--- config.mk ---
export PLATFORM = sky130hd
export DESIGN_NAME = bpc_queue
export DESIGN_NICKNAME = d
export VERILOG_FILES = /design/src/hdl/bpc_pkg.sv /design/src/hdl/bpc_queue.sv
export SDC_FILE = /design/constraint.sdc
export NUM_CORES = 1
export LEC_CHECK = 0
export BUFFER_PORTS_ARGS = -buffer_cell sky130_fd_sc_hd__buf_4
export CORE_ASPECT_RATIO = 1.5
export CORE_UTILIZATION = 52
export CTS_CLUSTER_SIZE = 40
export DETAILED_ROUTE_END_ITERATION = 6
export GPL_ROUTABILITY_DRIVEN = 0
export GPL_TIMING_DRIVEN = 0
export PLACE_DENSITY_LB_ADDON = 0.1
export SKIP_CTS_REPAIR_TIMING = 1
export SLEW_MARGIN = 20
export SYNTH_ARGS = -nofsm -noshare
export SYNTH_HDL_FRONTEND = slang
export SYNTH_SLANG_ARGS = --single-unit
--- constraint.sdc ---
create_clock -name clk_i -period 2.74 [get_ports clk_i]
set_input_delay 0.137 -clock clk_i [delete_from_list [all_inputs] [get_ports clk_i]]
set_output_delay 0.137 -clock clk_i [all_outputs]
set_load 0.02 [all_outputs]
--- src/hdl/bpc_pkg.sv ---
// ----------------------------------------------------------------------------
// bpc_pkg
// Shared types, register codes and fixed-point helpers of the box/plane
// contact generator.
// ----------------------------------------------------------------------------
package bpc_pkg;

  localparam int unsigned MaxContactsDef = 4;
  localparam int unsigned QueueDepth     = 2;
  localparam int unsigned CfgIdxW        = 8;

  localparam logic signed [31:0] QOne   = 32'sh4000_0000;
  localparam logic signed [31:0] S32Max = 32'sh7fff_ffff;
  localparam logic signed [31:0] S32Min = 32'sh8000_0000;

  typedef enum logic [CfgIdxW-1:0] {
    RegNormX  = 8'd0,
    RegNormY  = 8'd1,
    RegNormZ  = 8'd2,
    RegOffset = 8'd3
  } reg_idx_e;

  typedef struct packed {
    logic [2:0]         pad;
    logic [30:0]        half_z;
    logic [30:0]        half_y;
    logic [30:0]        half_x;
    logic signed [31:0] quat_z;
    logic signed [31:0] quat_y;
    logic signed [31:0] quat_x;
    logic signed [31:0] quat_w;
    logic signed [31:0] box_pos_z;
    logic signed [31:0] box_pos_y;
    logic signed [31:0] box_pos_x;
  } box_in_t;

  typedef struct packed {
    logic [5:0]         pad;
    logic [2:0]         corner_index;
    logic signed [31:0] contact_z;
    logic signed [31:0] contact_y;
    logic signed [31:0] contact_x;
    logic [30:0]        penetration_depth;
  } contact_t;

  typedef struct packed {
    logic signed [31:0] nx;
    logic signed [31:0] ny;
    logic signed [31:0] nz;
    logic signed [31:0] off;
  } plane_t;

  // Box position and the nine exact products of matrix entry by half extent.
  typedef struct packed {
    logic [2:0][31:0]      pos;
    logic [2:0][2:0][62:0] prod;
  } box_t;

  function automatic logic signed [31:0] sat32(input logic signed [39:0] v);
    logic signed [31:0] r;
    if (v > 40'(S32Max)) begin
      r = S32Max;
    end else if (v < 40'(S32Min)) begin
      r = S32Min;
    end else begin
      r = v[31:0];
    end
    return r;
  endfunction

  function automatic logic signed [33:0] mul30(input logic signed [31:0] a,
                                               input logic signed [31:0] b);
    logic signed [63:0] p;
    p = 64'(a) * 64'(b);
    return p[63:30];
  endfunction

endpackage

--- src/hdl/bpc_queue.sv ---
// ----------------------------------------------------------------------------
// bpc_queue
// Small register FIFO between the box front end and the corner back end.
// ----------------------------------------------------------------------------
module bpc_queue #(
  parameter int unsigned Width = 32,
  parameter int unsigned Depth = bpc_pkg::QueueDepth
) (
  input  logic             clk_i,
  input  logic             rst_ni,
  input  logic             push_i,
  input  logic [Width-1:0] push_data_i,
  output logic             full_o,
  input  logic             pop_i,
  output logic             empty_o,
  output logic [Width-1:0] head_o
);

  localparam int unsigned PtrW = (Depth > 1) ? $clog2(Depth) : 1;
  localparam int unsigned CntW = $clog2(Depth + 1);

  logic [Width-1:0] mem_q [Depth];
  logic [PtrW-1:0]  wr_q, rd_q;
  logic [CntW-1:0]  cnt_q;

  assign full_o  = (cnt_q == CntW'(Depth));
  assign empty_o = (cnt_q == '0);
  assign head_o  = mem_q[rd_q];

  always_ff @(posedge clk_i or negedge rst_ni) begin
    if (!rst_ni) begin
      wr_q  <= '0;
      rd_q  <= '0;
      cnt_q <= '0;
    end else begin
      if (push_i) begin
        wr_q <= (wr_q == PtrW'(Depth - 1)) ? '0 : wr_q + 1'b1;
      end
      if (pop_i) begin
        rd_q <= (rd_q == PtrW'(Depth - 1)) ? '0 : rd_q + 1'b1;
      end
      if (push_i && !pop_i) begin
        cnt_q <= cnt_q + 1'b1;
      end else if (pop_i && !push_i) begin
        cnt_q <= cnt_q - 1'b1;
      end
    end
  end

  always_ff @(posedge clk_i) begin
    if (push_i) begin
      mem_q[wr_q] <= push_data_i;
    end
  end

endmodule

After elaboration in Yosys (flattened, before gate mapping)

Memories as Yosys holds them, arrays and structs flattened.
Index checks and enable logic that the tools add are counted.

Equal/unequal tests: 1
$add $sub $neg: 4
Reduce and logical (&&, ||, !) cells: 6
Multiplexer cells: 6

Operators with widths:

| kind                                              | count |
|---|---|
| 2-to-1 mux 1 bit                                  | 4 |
| 2-to-1 mux 2 bit                                  | 2 |
| adder 1 bit (second input constant)               | 2 |
| adder 2 x 1 -> 2 bit (second input constant)      | 1 |
| equality test 2 bit (second input constant)       | 1 |
| logical AND 1 bit                                 | 2 |
| zero test 1 bit                                   | 2 |
| zero test 2 bit                                   | 1 |
| nonzero test 2 bit                                | 1 |
| subtractor 2 x 1 -> 2 bit (second input constant) | 1 |

Output and inout port bits: 34
Word-level logic and storage cells: 21
Memory bits (writable): 64
Memories: 1
Register bits after elaboration: 4
Bits of input ports: 36

Memories:

| memory | words | width | read ports | clocked after memory_dff | wr ports | RTL line        | text |
|---|---|---|---|---|---|---|---|
| mem_q  | 2     | 32    | 1          | 0                        | 1        | bpc_queue.sv:22 | `logic [Width-1:0] mem_q [Depth];` |

Longest topological paths before layout

Word-level depth: 4
Depth in mapped cells: 5
Depth with buffers taken out: 5

Least setup slack after synthesis

Ideal clock, no wire load.

Kind: flip-flop to flip-flop
Start point: reg wr_q
End point: mem mem_q[0][0] (enable)
Arrival: 1.842 ns
Period minus slack after synthesis: 2.267 ns
Data required time: 2.315 ns
Stages on the path, launching flop included: 2
Path buffers: 0
Path slack: 0.473 ns
Cells stage by stage: dfrtp_1 nor2b_1

RTL lines:

| element                  | RTL line        | text |
|---|---|---|
| start: declaration       | bpc_queue.sv:23 | `logic [PtrW-1:0] wr_q, rd_q;` |
| start signal: assignment | bpc_queue.sv:37 | `wr_q <= (wr_q == PtrW'(Depth - 1)) ? '0 : wr_q + 1'b1;` |
| end: declaration         | bpc_queue.sv:22 |  |

No word-level cell before the write port.

Worst setup path after layout

Start point: reg rd_q
End point: out head_o[4]

Longest elaborated chain between the ends: 1

Ends and longest elaborated chain:

| element                  | RTL line        | text |
|---|---|---|
| start: declaration       | bpc_queue.sv:23 |  |
| start signal: assignment | bpc_queue.sv:40 | `rd_q <= (rd_q == PtrW'(Depth - 1)) ? '0 : rd_q + 1'b1;` |
| memory read (2 x 32 bit) | --              |  |
| end: declaration         | bpc_queue.sv:16 | `output logic [Width-1:0] head_o` |

Every way passes these cells.

==> results by group <==
Status
  • Status: finished clean

Worst setup path
  • Crit path cell chain: buf_6 > buf_12 > mux2_4 > buf_4
  • R2R Setup Slk: 1250 ps
  • CP delay by family, top: buffers and inverters
  • CP Capture Type: primary output
  • Worst path required time: 2600 ps
  • Crit path arrival time: 1490 ps
  • CP Max Fanout: 10
  • WP buf/inv: 3
  • Crit path from: rd_q$_DFFE_PN0P_
  • Critical Path Start Type: register
  • Crit path kind: reg2out
  • Critical path depth: 4
  • R2R Path Start: wr_q$_DFFE_PN0P_
  • Critical-path top delay cell: dfrtp_1
  • Reg2reg path depth: 1
  • Critical Path Max Stage Delay: 390 ps

STA
  • Worst Slack Setup Final: 1110 ps
  • RSZ-0062 raised after global routing: false
  • Final Hold Fails: 0
  • Endpoints failing setup: 0
  • Slew margin rel.: 0.487
  • TNS Setup: 0 ps
  • Final Skew: 3.62 ps
  • Crit share post-route: 0.594
  • Actual transition at the worst max-transition pin: 769 ps
  • Fmax: 615 MHz
  • Minimum clock period after layout: 1630 ps
  • Pins over their slew limit: 0

Clock tree
  • Clk_lat worst skew: 320 ps
  • Longest Clk Path Bufs: 2
  • CTS tree: done
  • TritonCTS Sinks: 68
  • Total CTS buffers: 9
  • CTS clk-pin slew, worst paths: 60 ps
  • Htree depth: 3
  • Root Buffer: clkbuf_8

Logic synthesis
  • Syn nets: 153
  • Mapped Area: 0.00265 mm^2
  • Yosys warns: 0
  • Post-synthesis register bit count: 68
  • Synth cell types: 13
  • Register area share after synthesis: 0.763
  • Mean Syn Cell Area: 22.8 um^2
  • Synth Instances: 116

Cells and area
  • Antenna diode count: 0
  • Final net count: 268
  • Final instance area: 0.00380 mm^2
  • Non-Filler Instances: 301
  • Area growth, synth to finish: 43.5%
  • Fill cells: 286
  • Layout cell share with drive strength beyond 1: 0.506
  • Commonest non-fill, non-tap cells in the layout: 69 x buf_4, 64 x edfxtp_1, 34 x dlygate4sd3_1, 29 x mux2_4, 9 x clkbuf_8
  • Most common cell after layout, fill and taps aside: buf_4

Route
  • Via count: 1,428
  • Met3 routed WL: 212 um
  • DR top layer: met4
  • DR iter-0 viols: 27
  • DR DRC count: 0
  • WL met1: 1.56 mm
  • ANT nets after route: 0
  • Final WL: 4.50 mm
  • Routed wl met2: 2.67 mm
  • Per-cell routed wire length: 15.0 um
  • Vias per cell: 4.74
  • Pre-antenna DRT Iters: 4

Floorplan
  • Core ar.: 0.00485 mm^2
  • Row count: 31
  • Starting Density: 0.546
  • Ports: 70
  • Die Ht: 89.4 um
  • Die X: 60.3 um
  • Die area: 0.00539 mm^2

Placement
  • Placed cell areas: 0.00329 mm^2
  • PortBufs: 69
  • Setup WS pre-CTS: 1230 ps
  • Dpl hpwl: 2.95 mm
  • Placed cell count: 252

Pwr
  • Leak: 1.56 nW
  • Worst vdd ir: 0.000704 V
  • Overall power: 3.70 mW
  • Pwr/cell area: 974 mW/mm^2

Flow run
  • Max cap viols: 0

Worst hold path
  • Worst Hold Class: in2reg
  • HP Start: push_i
  • Hold Path Stages: 2

GRT
  • GRT Resource Usage Total: 0.165
  • Largest net degree at the start of global routing: 33
  • Grt total ovfl: 0
  • First-pass GRT wire length: 5.88 mm
  • Number of global-route vias before repair: 1,327
  • Initial antenna violation count: 0
==> cells by family after synthesis <==
group,share of synthesized area
multiplexers,0.177
flip-flops,0.763
buffers and inverters,0.0283
XOR/XNOR,0.0165
AND/OR/NAND/NOR,0.00992
adder cells (fa/ha/maj),0.00472
==> final cells by class <==
type,instances,area (um^2),share of cell area
Sequential cell,68,2020,0.532
Clock inverter,3,38.8,0.0102
Inverter,1,3.75,0.000988
Tap cell,66,82.6,0.0217
Timing Repair Buffer,104,886,0.233
Buffer,4,71.3,0.0188
Clock buffer,12,135,0.0356
Multi-Input combinational cell,43,561,0.148
==> synthesized netlist by cell type <==
master | n | share of area
xnor2_1 | 1 | 0.0033
dfrtp_1 | 4 | 0.038
and2_1 | 1 | 0.0024
inv_1 | 1 | 0.0014
buf_6 | 1 | 0.0043
buf_12 | 3 | 0.023
ha_1 | 1 | 0.0047
nor2b_1 | 2 | 0.0047
mux2_4 | 29 | 0.16
nor2_1 | 2 | 0.0028
xor2_1 | 4 | 0.013
mux2_2 | 3 | 0.013
edfxtp_1 | 64 | 0.73
==> flip-flops by register name (all words and copies together) (netlist names) <==
name / flops
rd_q: 1
cnt_q: 2
wr_q: 1
mem_q: 64
==> power by group <==
group          leakage, nW  switching (mW)  internal (mW)
registers            0.647          0.0761           1.39
logic                0.821           0.709          0.797
clock network       0.0879           0.319          0.412
total                 1.56            1.10           2.60
==> per-layer routing <==
metal	GRT usage	vias up
li1	-	676
met1	0.143	693
met2	0.307	51
met3	0.0608	8
met4	0.101	0
met5	0	-
==> through the flow <==
step | hold slack (ps) | util
floorplan | -159 | -
global placement | -67.7 | 0.670
detailed placement | -63.3 | 0.678
CTS | -424 | 0.714
global route | 34.3 | 0.784
finish | 33.5 | 0.784
==> path summary, 6_finish.rpt <==
path / end
worst max-delay path: head_o[4]
worst min-delay path: wr_q$_DFFE_PN0P_
worst max register to register: mem_q[1][18]$_DFFE_PP_
worst min register to register: cnt_q[1]$_DFFE_PN0P_
max in group asynchronous: cnt_q[0]$_DFFE_PN0P_
min in group asynchronous: rd_q$_DFFE_PN0P_
Power figures use the tool's default switching activity.
